$ cat config.mk
export PLATFORM = sky130hd
export DESIGN_NAME = orientation_histogram_peaks_top
export DESIGN_NICKNAME = d
export VERILOG_FILES = /design/src/rtl/ohp_pkg.sv /design/src/rtl/orientation_histogram_peaks_top.sv /design/src/rtl/ohp_ram.sv /design/src/rtl/ohp_div.sv
export SDC_FILE = /design/constraint.sdc
export NUM_CORES = 2
export LEC_CHECK = 0
export ABC_AREA = 1
export BUFFER_PORTS_ARGS = -buffer_cell sky130_fd_sc_hd__buf_2
export CAP_MARGIN = 25
export CORE_MARGIN = 1.5
export CORE_UTILIZATION = 40
export DETAILED_ROUTE_END_ITERATION = 8
export GPL_TIMING_DRIVEN = 0
export PLACE_DENSITY = 0.66
export SYNTH_ARGS = -nofsm -noshare
export SYNTH_HDL_FRONTEND = slang
export SYNTH_SLANG_ARGS = --single-unit
$ cat constraint.sdc
create_clock -name aclk -period 10.1 [get_ports aclk]
set_clock_uncertainty 0.1 [all_clocks]
set_input_delay 1.515 -clock aclk [delete_from_list [all_inputs] [get_ports aclk]]
set_output_delay 1.515 -clock aclk [all_outputs]
set_load 0.005 [all_outputs]
$ cat src/rtl/ohp_pkg.sv
package ohp_pkg;

    localparam int ANGLE_W  = 16;
    localparam int WEIGHT_W = 16;
    localparam int TOTAL_W  = 32;
    localparam int RATIO_W  = 8;
    localparam int CMD_W    = 2;
    localparam int DIV_NW   = 48;
    localparam int DIV_DW   = 34;

    localparam logic [CMD_W-1:0] CMD_CLEAR = 2'd0;
    localparam logic [CMD_W-1:0] CMD_ADD   = 2'd1;
    localparam logic [CMD_W-1:0] CMD_QUERY = 2'd2;
    localparam logic [CMD_W-1:0] CMD_NONE  = 2'd3;

    function automatic logic [TOTAL_W-1:0] sat_add(input logic [TOTAL_W-1:0] a,
                                                   input logic [TOTAL_W-1:0] b);
        logic [TOTAL_W:0] s;
        s = {1'b0, a} + {1'b0, b};
        return s[TOTAL_W] ? '1 : s[TOTAL_W-1:0];
    endfunction

endpackage

$ cat src/rtl/orientation_histogram_peaks_top.sv
// channel | dir | tdata                          | tuser        | tlast
// s_      | in  | [15:0] angle, [31:16] weight   | [1:0] command| -
// m_      | out | [15:0] peak_angle              | [0] status   | is_last
// clear: empties the bins; add: two multiplies, read-modify-write of two bins.
// query: the first beat waits on the two bin scans and the 48-step serial divide of
//   the vertex offset, a second peak on the divide alone (a flat parabola skips
//   the divide); an empty histogram skips the second scan and the divide.
// Reset clears the bins at once through per-bin valid flags; no sweep.
// A result waiting on m_ holds the sequencer only when the next result is ready.
module orientation_histogram_peaks_top #(
    parameter int BINS = 36
) (
    input  logic        aclk,
    input  logic        aresetn,
    input  logic        s_tvalid,
    output logic        s_tready,
    input  logic [31:0] s_tdata,   // [15:0] sample_angle, [31:16] sample_weight
    input  logic [1:0]  s_tuser,   // [1:0] command
    output logic        m_tvalid,
    input  logic        m_tready,
    output logic [15:0] m_tdata,   // [15:0] peak_angle
    output logic [0:0]  m_tuser,   // [0] status
    output logic        m_tlast,
    input  logic        cfg_we,
    input  logic [7:0]  cfg_wdata
);
    import ohp_pkg::*;

    localparam int IW = $clog2(BINS);
    localparam int CW = $clog2(BINS + 1);
    localparam int PW = 16 + $clog2(BINS + 1);
    localparam int QW = 25;
    localparam int RS = PW + $clog2(BINS);
    localparam logic [PW+1:0] RM = (PW+2)'(((64'd1 << RS) + 64'(BINS - 1)) / 64'(BINS));

    typedef enum logic [19:0] {
        S_IDLE  = 20'd1 << 0,  S_ADD0  = 20'd1 << 1,  S_ADD1  = 20'd1 << 2,
        S_ADD2  = 20'd1 << 3,  S_ADD3  = 20'd1 << 4,  S_SCAN1 = 20'd1 << 5,
        S_LIMIT = 20'd1 << 6,  S_SCAN2 = 20'd1 << 7,  S_RF0   = 20'd1 << 8,
        S_RF1   = 20'd1 << 9,  S_RF2   = 20'd1 << 10, S_RF3   = 20'd1 << 11,
        S_RF4   = 20'd1 << 12, S_RF5   = 20'd1 << 13, S_DIV1  = 20'd1 << 14,
        S_POS   = 20'd1 << 15, S_POS2  = 20'd1 << 16, S_DIV2  = 20'd1 << 17,
        S_EMIT  = 20'd1 << 18, S_SPARE = 20'd1 << 19
    } state_t;

    state_t state_reg, state_next;

    logic [RATIO_W-1:0]  ratio_reg;
    logic [ANGLE_W-1:0]  angle_reg;
    logic [WEIGHT_W-1:0] weight_reg;
    logic [PW-1:0]       pos_reg;
    logic [IW-1:0]       i_reg, nbi_reg;
    logic [WEIGHT_W-1:0] nb_reg;
    logic [BINS-1:0]     vld_reg;
    logic                rvld_reg;
    logic [CW-1:0]       cnt_reg;
    logic                pend_reg;
    logic [IW-1:0]       pidx_reg;
    logic [TOTAL_W-1:0]  best_reg, best2_reg;
    logic [IW-1:0]       first_reg, second_reg, target_reg;
    logic                have2_reg, on_second_reg;
    logic [TOTAL_W+RATIO_W-1:0] limit_reg;
    logic [TOTAL_W-1:0]  yp_reg, yc_reg, yn_reg;
    logic signed [32:0]  num_reg;
    logic signed [34:0]  den_reg;
    logic signed [16:0]  off_reg;
    logic [QW-1:0]       p_reg;
    logic [15:0]         q_reg;
    logic [15:0]         res_angle_reg;
    logic                res_status_reg, res_last_reg;
    logic                m_valid_reg, m_last_reg, m_status_reg;
    logic [15:0]         m_data_reg;

    logic                ram_we;
    logic [IW-1:0]       ram_waddr, ram_raddr;
    logic [TOTAL_W-1:0]  ram_wdata, ram_rdata, rd_val;

    logic                div_start, div_busy, div_done;
    logic [DIV_NW-1:0]   div_n, div_q;
    logic [DIV_DW-1:0]   div_d;

    logic                s_acc, emit_load;
    logic [CMD_W-1:0]    cmd;
    logic [IW-1:0]       a_i, a_nbi, prev_i, next_i;
    logic [15:0]         a_f, a_d;
    logic [31:0]         nb_prod;
    logic [32:0]         an_full;
    logic [31:0]         an;
    logic [DIV_DW-1:0]   ad;
    logic [34:0]         ad_full;
    logic [16:0]         mag;
    logic [25:0]         p_raw;
    logic [PW-1:0]       q_in;
    logic [2*PW+1:0]     q_prod;

    assign cmd    = s_tuser;
    assign s_tready = (state_reg == S_IDLE);
    assign s_acc  = s_tvalid && s_tready;
    assign rd_val = rvld_reg ? ram_rdata : '0;
    assign emit_load = (state_reg == S_EMIT) && (!m_valid_reg || m_tready);

    ohp_ram #(.WIDTH(TOTAL_W), .DEPTH(BINS)) u_ram (
        .clk(aclk), .wr_en(ram_we), .wr_addr(ram_waddr), .wr_data(ram_wdata),
        .rd_addr(ram_raddr), .rd_data(ram_rdata)
    );

    ohp_div u_div (
        .aclk(aclk), .aresetn(aresetn), .start(div_start), .dividend(div_n),
        .divisor(div_d), .busy(div_busy), .done(div_done), .quotient(div_q)
    );

    always_comb begin
        a_i = IW'(pos_reg >> 16);
        a_f = pos_reg[15:0];
        if (a_f <= 16'd32768) begin
            a_d   = 16'd32768 - a_f;
            a_nbi = (a_i == '0) ? IW'(BINS - 1) : IW'(a_i - 1'b1);
        end else begin
            a_d   = a_f - 16'd32768;
            a_nbi = (a_i == IW'(BINS - 1)) ? '0 : IW'(a_i + 1'b1);
        end
        nb_prod = weight_reg * a_d;
        prev_i  = (target_reg == '0) ? IW'(BINS - 1) : IW'(target_reg - 1'b1);
        next_i  = (target_reg == IW'(BINS - 1)) ? '0 : IW'(target_reg + 1'b1);
        an_full = num_reg[32] ? 33'(-num_reg) : 33'(num_reg);
        an      = an_full[31:0];
        ad_full = den_reg[34] ? 35'(-den_reg) : 35'(den_reg);
        ad      = ad_full[DIV_DW-1:0];
        mag     = (div_q > DIV_NW'(32768)) ? 17'd32768 : div_q[16:0];
        p_raw   = 26'({target_reg, 16'h0000}) + 26'd32768 + 26'(off_reg);
        q_in    = PW'(p_reg) + PW'(BINS / 2);
        q_prod  = q_in * RM;
    end

    always_comb begin
        ram_we    = 1'b0;
        ram_waddr = i_reg;
        ram_wdata = '0;
        ram_raddr = '0;
        div_start = 1'b0;
        div_n     = DIV_NW'({an, 15'h0000}) + DIV_NW'(ad >> 1);
        div_d     = ad;
        unique case (state_reg)
            S_ADD1: ram_raddr = a_i;
            S_ADD2: begin
                ram_we    = 1'b1;
                ram_waddr = i_reg;
                ram_wdata = sat_add(rd_val, TOTAL_W'(weight_reg - nb_reg));
                ram_raddr = nbi_reg;
            end
            S_ADD3: begin
                ram_we    = 1'b1;
                ram_waddr = nbi_reg;
                ram_wdata = sat_add(rd_val, TOTAL_W'(nb_reg));
            end
            S_SCAN1, S_SCAN2: ram_raddr = cnt_reg[IW-1:0];
            S_RF0: ram_raddr = prev_i;
            S_RF1: ram_raddr = target_reg;
            S_RF2: ram_raddr = next_i;
            S_RF5: div_start = (den_reg != '0);
            default: ;
        endcase
    end

    always_comb begin
        state_next = state_reg;
        unique case (state_reg)
            S_IDLE: begin
                if (s_acc && cmd == CMD_ADD) state_next = S_ADD0;
                else if (s_acc && cmd == CMD_QUERY) state_next = S_SCAN1;
            end
            S_ADD0:  state_next = S_ADD1;
            S_ADD1:  state_next = S_ADD2;
            S_ADD2:  state_next = S_ADD3;
            S_ADD3:  state_next = S_IDLE;
            S_SCAN1: if (cnt_reg == CW'(BINS)) state_next = S_LIMIT;
            S_LIMIT: state_next = (best_reg == '0) ? S_EMIT : S_SCAN2;
            S_SCAN2: if (cnt_reg == CW'(BINS)) state_next = S_RF0;
            S_RF0:   state_next = S_RF1;
            S_RF1:   state_next = S_RF2;
            S_RF2:   state_next = S_RF3;
            S_RF3:   state_next = S_RF4;
            S_RF4:   state_next = S_RF5;
            S_RF5:   state_next = (den_reg != '0) ? S_DIV1 : S_POS;
            S_DIV1:  if (div_done) state_next = S_POS;
            S_POS:   state_next = S_POS2;
            S_POS2:  state_next = S_DIV2;
            S_DIV2:  state_next = S_EMIT;
            S_EMIT: begin
                if (emit_load) state_next = res_last_reg ? S_IDLE : S_RF0;
            end
            default: state_next = S_IDLE;
        endcase
    end

    always_ff @(posedge aclk) begin
        if (!aresetn) begin
            state_reg   <= S_IDLE;
            ratio_reg   <= 8'd205;
            vld_reg     <= '0;
            m_valid_reg <= 1'b0;
            pend_reg    <= 1'b0;
            rvld_reg    <= 1'b0;
        end else begin
            state_reg <= state_next;
            if (cfg_we) ratio_reg <= cfg_wdata;
            if (s_acc && cmd == CMD_CLEAR) vld_reg <= '0;
            else if (ram_we) vld_reg[ram_waddr] <= 1'b1;
            rvld_reg <= vld_reg[ram_raddr];
            pend_reg <= (state_reg == S_SCAN1 || state_reg == S_SCAN2)
                        && cnt_reg != CW'(BINS);
            if (emit_load) m_valid_reg <= 1'b1;
            else if (m_tready) m_valid_reg <= 1'b0;
        end
    end

    always_ff @(posedge aclk) begin
        pidx_reg <= cnt_reg[IW-1:0];
        if (s_acc) begin
            angle_reg  <= s_tdata[15:0];
            weight_reg <= s_tdata[31:16];
            cnt_reg    <= '0;
            best_reg   <= '0;
        end
        unique case (state_reg)
            S_ADD0: pos_reg <= PW'(angle_reg * BINS);
            S_ADD1: begin
                i_reg   <= a_i;
                nbi_reg <= a_nbi;
                nb_reg  <= nb_prod[31:16];
            end
            S_SCAN1: begin
                if (cnt_reg != CW'(BINS)) cnt_reg <= cnt_reg + 1'b1;
                if (pend_reg && rd_val > best_reg) begin
                    best_reg  <= rd_val;
                    first_reg <= pidx_reg;
                end
            end
            S_LIMIT: begin
                limit_reg      <= best_reg * ratio_reg;
                cnt_reg        <= '0;
                best2_reg      <= '0;
                have2_reg      <= 1'b0;
                target_reg     <= first_reg;
                on_second_reg  <= 1'b0;
                res_angle_reg  <= '0;
                res_status_reg <= 1'b1;
                res_last_reg   <= 1'b1;
            end
            S_SCAN2: begin
                if (cnt_reg != CW'(BINS)) cnt_reg <= cnt_reg + 1'b1;
                if (pend_reg && pidx_reg != first_reg && rd_val > best2_reg
                    && {rd_val, 8'h00} > limit_reg) begin
                    best2_reg  <= rd_val;
                    second_reg <= pidx_reg;
                    have2_reg  <= 1'b1;
                end
            end
            S_RF1: yp_reg <= rd_val;
            S_RF2: yc_reg <= rd_val;
            S_RF3: yn_reg <= rd_val;
            S_RF4: begin
                num_reg <= $signed({1'b0, yp_reg}) - $signed({1'b0, yn_reg});
                den_reg <= $signed({3'b000, yp_reg}) - $signed({2'b00, yc_reg, 1'b0})
                           + $signed({3'b000, yn_reg});
            end
            S_RF5: off_reg <= '0;
            S_DIV1: begin
                if (div_done) off_reg <= (num_reg[32] != den_reg[34]) ?
                                         -$signed(mag) : $signed(mag);
            end
            S_POS: begin
                if (p_raw >= 26'(BINS * 65536)) p_reg <= QW'(p_raw - 26'(BINS * 65536));
                else p_reg <= QW'(p_raw);
            end
            S_POS2: q_reg <= q_prod[RS+15:RS];
            S_DIV2: begin
                res_angle_reg  <= 16'(17'h10000 - {1'b0, q_reg});
                res_status_reg <= 1'b0;
                res_last_reg   <= on_second_reg || !have2_reg;
            end
            S_EMIT: begin
                if (emit_load) begin
                    target_reg    <= second_reg;
                    on_second_reg <= 1'b1;
                end
            end
            default: ;
        endcase
        if (emit_load) begin
            m_data_reg   <= res_angle_reg;
            m_status_reg <= res_status_reg;
            m_last_reg   <= res_last_reg;
        end
    end

    assign m_tvalid   = m_valid_reg;
    assign m_tdata    = m_data_reg;
    assign m_tuser[0] = m_status_reg;
    assign m_tlast    = m_last_reg;

`ifndef SYNTHESIS
    a_empty_last: assert property (@(posedge aclk) disable iff (!aresetn)
        (m_tvalid && m_tuser[0]) |-> m_tlast)
        else $error("empty status without last");
    a_rmw_split: assert property (@(posedge aclk) disable iff (!aresetn)
        (state_reg == S_ADD2) |-> (ram_waddr != ram_raddr))
        else $error("bin write and read collide");
    a_div_idle: assert property (@(posedge aclk) disable iff (!aresetn)
        div_start |-> !div_busy)
        else $error("divider restarted while busy");
    a_clear: assert property (@(posedge aclk) disable iff (!aresetn)
        (s_acc && cmd == CMD_CLEAR) |=> (vld_reg == '0))
        else $error("clear left a bin valid");
`endif
endmodule

$ cat src/rtl/ohp_ram.sv
module ohp_ram #(
    parameter int WIDTH = 32,
    parameter int DEPTH = 36
) (
    input  logic                     clk,
    input  logic                     wr_en,
    input  logic [$clog2(DEPTH)-1:0] wr_addr,
    input  logic [WIDTH-1:0]         wr_data,
    input  logic [$clog2(DEPTH)-1:0] rd_addr,
    output logic [WIDTH-1:0]         rd_data
);
    logic [WIDTH-1:0] mem [DEPTH];

    always_ff @(posedge clk) begin
        if (wr_en) begin
            mem[wr_addr] <= wr_data;
        end
        rd_data <= mem[rd_addr];
    end
endmodule

$ cat src/rtl/ohp_div.sv
module ohp_div (
    input  logic                       aclk,
    input  logic                       aresetn,
    input  logic                       start,
    input  logic [ohp_pkg::DIV_NW-1:0] dividend,
    input  logic [ohp_pkg::DIV_DW-1:0] divisor,
    output logic                       busy,
    output logic                       done,
    output logic [ohp_pkg::DIV_NW-1:0] quotient
);
    import ohp_pkg::*;

    localparam int CW = $clog2(DIV_NW + 1);

    logic [DIV_DW-1:0] rem_reg, rem_next;
    logic [DIV_NW-1:0] quo_reg, quo_next;
    logic [DIV_DW-1:0] dsr_reg;
    logic [CW-1:0]     cnt_reg;
    logic              busy_reg, done_reg;
    logic [DIV_DW:0]   shifted;

    always_comb begin
        shifted = {rem_reg, quo_reg[DIV_NW-1]};
        if (shifted >= {1'b0, dsr_reg}) begin
            rem_next = DIV_DW'(shifted - {1'b0, dsr_reg});
            quo_next = {quo_reg[DIV_NW-2:0], 1'b1};
        end else begin
            rem_next = shifted[DIV_DW-1:0];
            quo_next = {quo_reg[DIV_NW-2:0], 1'b0};
        end
    end

    always_ff @(posedge aclk) begin
        if (!aresetn) begin
            busy_reg <= 1'b0;
            done_reg <= 1'b0;
            cnt_reg  <= '0;
        end else begin
            done_reg <= 1'b0;
            if (start) begin
                busy_reg <= 1'b1;
                cnt_reg  <= '0;
                rem_reg  <= '0;
                quo_reg  <= dividend;
                dsr_reg  <= divisor;
            end else if (busy_reg) begin
                rem_reg <= rem_next;
                quo_reg <= quo_next;
                cnt_reg <= cnt_reg + 1'b1;
                if (cnt_reg == CW'(DIV_NW - 1)) begin
                    busy_reg <= 1'b0;
                    done_reg <= 1'b1;
                end
            end
        end
    end

    assign busy     = busy_reg;
    assign done     = done_reg;
    assign quotient = quo_reg;
endmodule
==> impl_metrics.env <==
export IMPL_status="complete, no violations"
export IMPL_min_path_type="reg2reg"
export IMPL_preCtsSetupSlack_ps=544
export IMPL_power_mw=23.8
export IMPL_finalSetupViolations=0
export IMPL_r2r_cells=36
export IMPL_wl_um=337000
export IMPL_worstSetupPathType="reg2reg"
export IMPL_syn_nets=13400
export IMPL_r2r_end="nb_reg[15]$_DFFE_PN_"
export IMPL_r2r_start="pos_reg[2]$_DFFE_PP_"
export IMPL_path_buf_inv=13
export IMPL_ys_flop_type="edfxtp_1"
export IMPL_first_pass_iters=8
export IMPL_clock_latency_ps=880
export IMPL_hold_viol=0
export IMPL_ir_worst_vdd_v=0.000525
export IMPL_root_buffer="clkbuf_16"
export IMPL_num_rows=196
export IMPL_slowest_delay_ps=700
export IMPL_crit_fanout=10
export IMPL_endpoint_kind="register"
export IMPL_fin_crit_sh_pct=93.7
export IMPL_ys_seq_elements=1844
export IMPL_grt_pass1_vias=83800
export IMPL_synth_area_top_cells="edfxtp_1, fa_1, ha_1"
export IMPL_die_width_um=538
export IMPL_ant_nets=0
export IMPL_synth_cell_types=79
export IMPL_cts_max_level=4
export IMPL_route_detailed_drc=0
export IMPL_async_reset_ff_share_pct=0
export IMPL_synth_top_area_cell="edfxtp_1"
export IMPL_track_usage_pct=22.8
export IMPL_max_slew_margin_pct=28.9
export IMPL_path_delay_family="adder cells"
export IMPL_drive_gt1_share_pct=6.37
export IMPL_grt_max_degree=50
export IMPL_fp_dieArea_um2=290000
export IMPL_hold_path_depth=0
export IMPL_start_util_pct=40.2
export IMPL_slowest_stage="clkdlybuf4s15_1"
export IMPL_dp_hpwl_um=255000
export IMPL_dr_first_iter_drc_count=8387
export IMPL_min_from="cnt_reg[2]$_DFF_P_"
export IMPL_r2r_slack_ps=640
export IMPL_maxSlewViolCount=0
export IMPL_grt_first_pass_wirelength_um=505000
export IMPL_largest_register_ffs=1152
export IMPL_gp_congestion=0.963
export IMPL_fin_crit_ps=9460
export IMPL_portBuffers=64
export IMPL_nFillCells=27000
export IMPL_power_density_nw_per_um2=186
export IMPL_mostFrequentLayoutCell="nand2_1"
export IMPL_maxCapViolations=0
export IMPL_wl_per_cell_um=20.6
export IMPL_worstMarginPinSlew_ps=1070
export IMPL_worstSetupStartpointType="register"
export IMPL_fmax_mhz=106
export IMPL_rsz0062_at_grt="false"
export IMPL_cp_arrival_ps=9930
export IMPL_synth_edf_count=1694
export IMPL_clk_path_buf_depth=4
export IMPL_synth_area_per_cell_um2=9.46
export IMPL_antenna_found_initial=18
export IMPL_clock_sinks=1844
export IMPL_seq_area_frac_synth_pct=47.0
export IMPL_syn_to_final_growth_pct=11.6
export IMPL_die_h_um=538
export IMPL_vias_per_cell=5.26
export IMPL_num_vias=86300
export IMPL_seq_area_um2=53900
export IMPL_synth_top_cell_area_share_pct=44.4
export IMPL_mostFrequentLayoutCells="nand2_1, inv_1, edfxtp_1, nor2_1, ha_1"
export IMPL_leakage_nw=57.8
export IMPL_grt_ovfl_total=0
export IMPL_multi_input_area_um2=51700
export IMPL_cpMostUsedCell="inv_1"
export IMPL_worst_slack_ps=639
export IMPL_coreArea_um2=285000
export IMPL_cts_tree="done"
export IMPL_critPathRequiredTime_ps=10570
export IMPL_pin_count=67
export IMPL_yosysWarnings=0
export IMPL_cts_clk_slew_worst_paths_ps=60
export IMPL_layout_nets=13700
export IMPL_postSynthCellCount=12100
export IMPL_numCtsBuffers=200
export IMPL_syn_cell_area_um2=115000
export IMPL_holdPathEnd="pidx_reg[2]$_DFF_P_"
## metrics by stage
step / std cells / hold slack [ps] / cell area, um^2 / TNS [ps] / util, %
finish: 16400 / 251 / 128000 / 0 / 44.9
global route: 16400 / 252 / 128000 / 0 / 44.8
CTS: 16400 / 250 / 128000 / 0 / 44.8
detailed placement: 16000 / 236 / 122000 / 0 / 42.6
global placement: 15900 / 232 / 120000 / -39550 / 42.0
floorplan: 12100 / 229 / 115000 / 0 / -
## cells by family (layout without fill, tap and decap cells)
logic type	Yosys count	in the layout	synth area share [%]
simple gates	4549	4549	16.7
fa+ha+maj	1213	1213	16.5
xor+xnor	398	398	3.04
flops	1844	1844	47.0
compound gates	1705	1705	8.50
mux	1	1	0.00873
buf+inv	2402	2909	8.26
other cells	0	6	0
## area by class of cell
| type | count | area share (%) |
|---|---|---|
| timing repair buffer | 149 | 1.44 |
| buffer | 410 | 1.56 |
| tap | 3762 | 3.68 |
| clock buffer | 240 | 4.14 |
| multi-input combinational | 7866 | 40.4 |
| inverter | 1992 | 5.85 |
| clock inverter | 118 | 0.786 |
| sequential | 1844 | 42.1 |
| antenna | 6 | 0.0117 |
## timing repair
item / CTS / global route
gates resized for setup: 0 / 2
setup endpoints to repair: 0 / 1
hold buffers: 0 / 0
setup buffers: 0 / 0
## power breakdown
group	total, mW	leakage [nW]	internal [mW]	switching, mW
sequential	8.62	19.5	8.55	0.0747
combinational	8.02	35.2	2.87	5.15
clock	7.19	3.11	4.08	3.11
total	23.8	57.8	15.5	8.33
## worst max-delay path by stage
stage	cells after the start	end	startpoint
floorplan	10	state_reg[0]$_SDFFE_PN1P_	state_reg[4]$_SDFFE_PN0P_
global route	36	nb_reg[15]$_DFFE_PN_	pos_reg[2]$_DFFE_PP_
detailed placement	36	nb_reg[15]$_DFFE_PN_	pos_reg[2]$_DFFE_PP_
CTS	36	nb_reg[15]$_DFFE_PN_	pos_reg[2]$_DFFE_PP_
finish	36	nb_reg[15]$_DFFE_PN_	pos_reg[2]$_DFFE_PP_
global placement	10	state_reg[0]$_SDFFE_PN1P_	state_reg[4]$_SDFFE_PN0P_
## synth_stat cells (41+ instances only)
cell         n
nand3b_1    98
ha_1       719
a21oi_1    547
xor2_1     264
or2_2       41
o21ai_1     86
nor2_1    1338
nor4_1      49
nand2_1   2158
dfxtp_1    150
edfxtp_1  1694
clkbuf_1   208
nand3_1    616
o21ai_0    606
o211ai_1   162
nand4_1     93
inv_1     1977
xnor2_1    134
a31oi_1     49
buf_2      115
fa_1       494
buf_4       44
nor3_1      83
## worst register-to-register path: cells and delay by family, from the launching register on
family,cells,cell delay (ps)
fa+ha+maj,8,3800
buf+inv,13,2510
simple gates,12,1880
compound gates,2,480
flops,1,350
xor+xnor,1,100
## metal layers
| layer | share of wire [%] | vias to the layer above | GRT usage (%) |
|---|---|---|---|
| met2 | 46 | 3312 | 37.3 |
| met5 | 0.015 | - | 0 |
| li1 | - | 40800 | - |
| met3 | 8.7 | 645 | 4.07 |
| met1 | 41 | 41500 | 30.1 |
| met4 | 3.9 | 8 | 8.24 |
(Power assumes the default switching activity.)
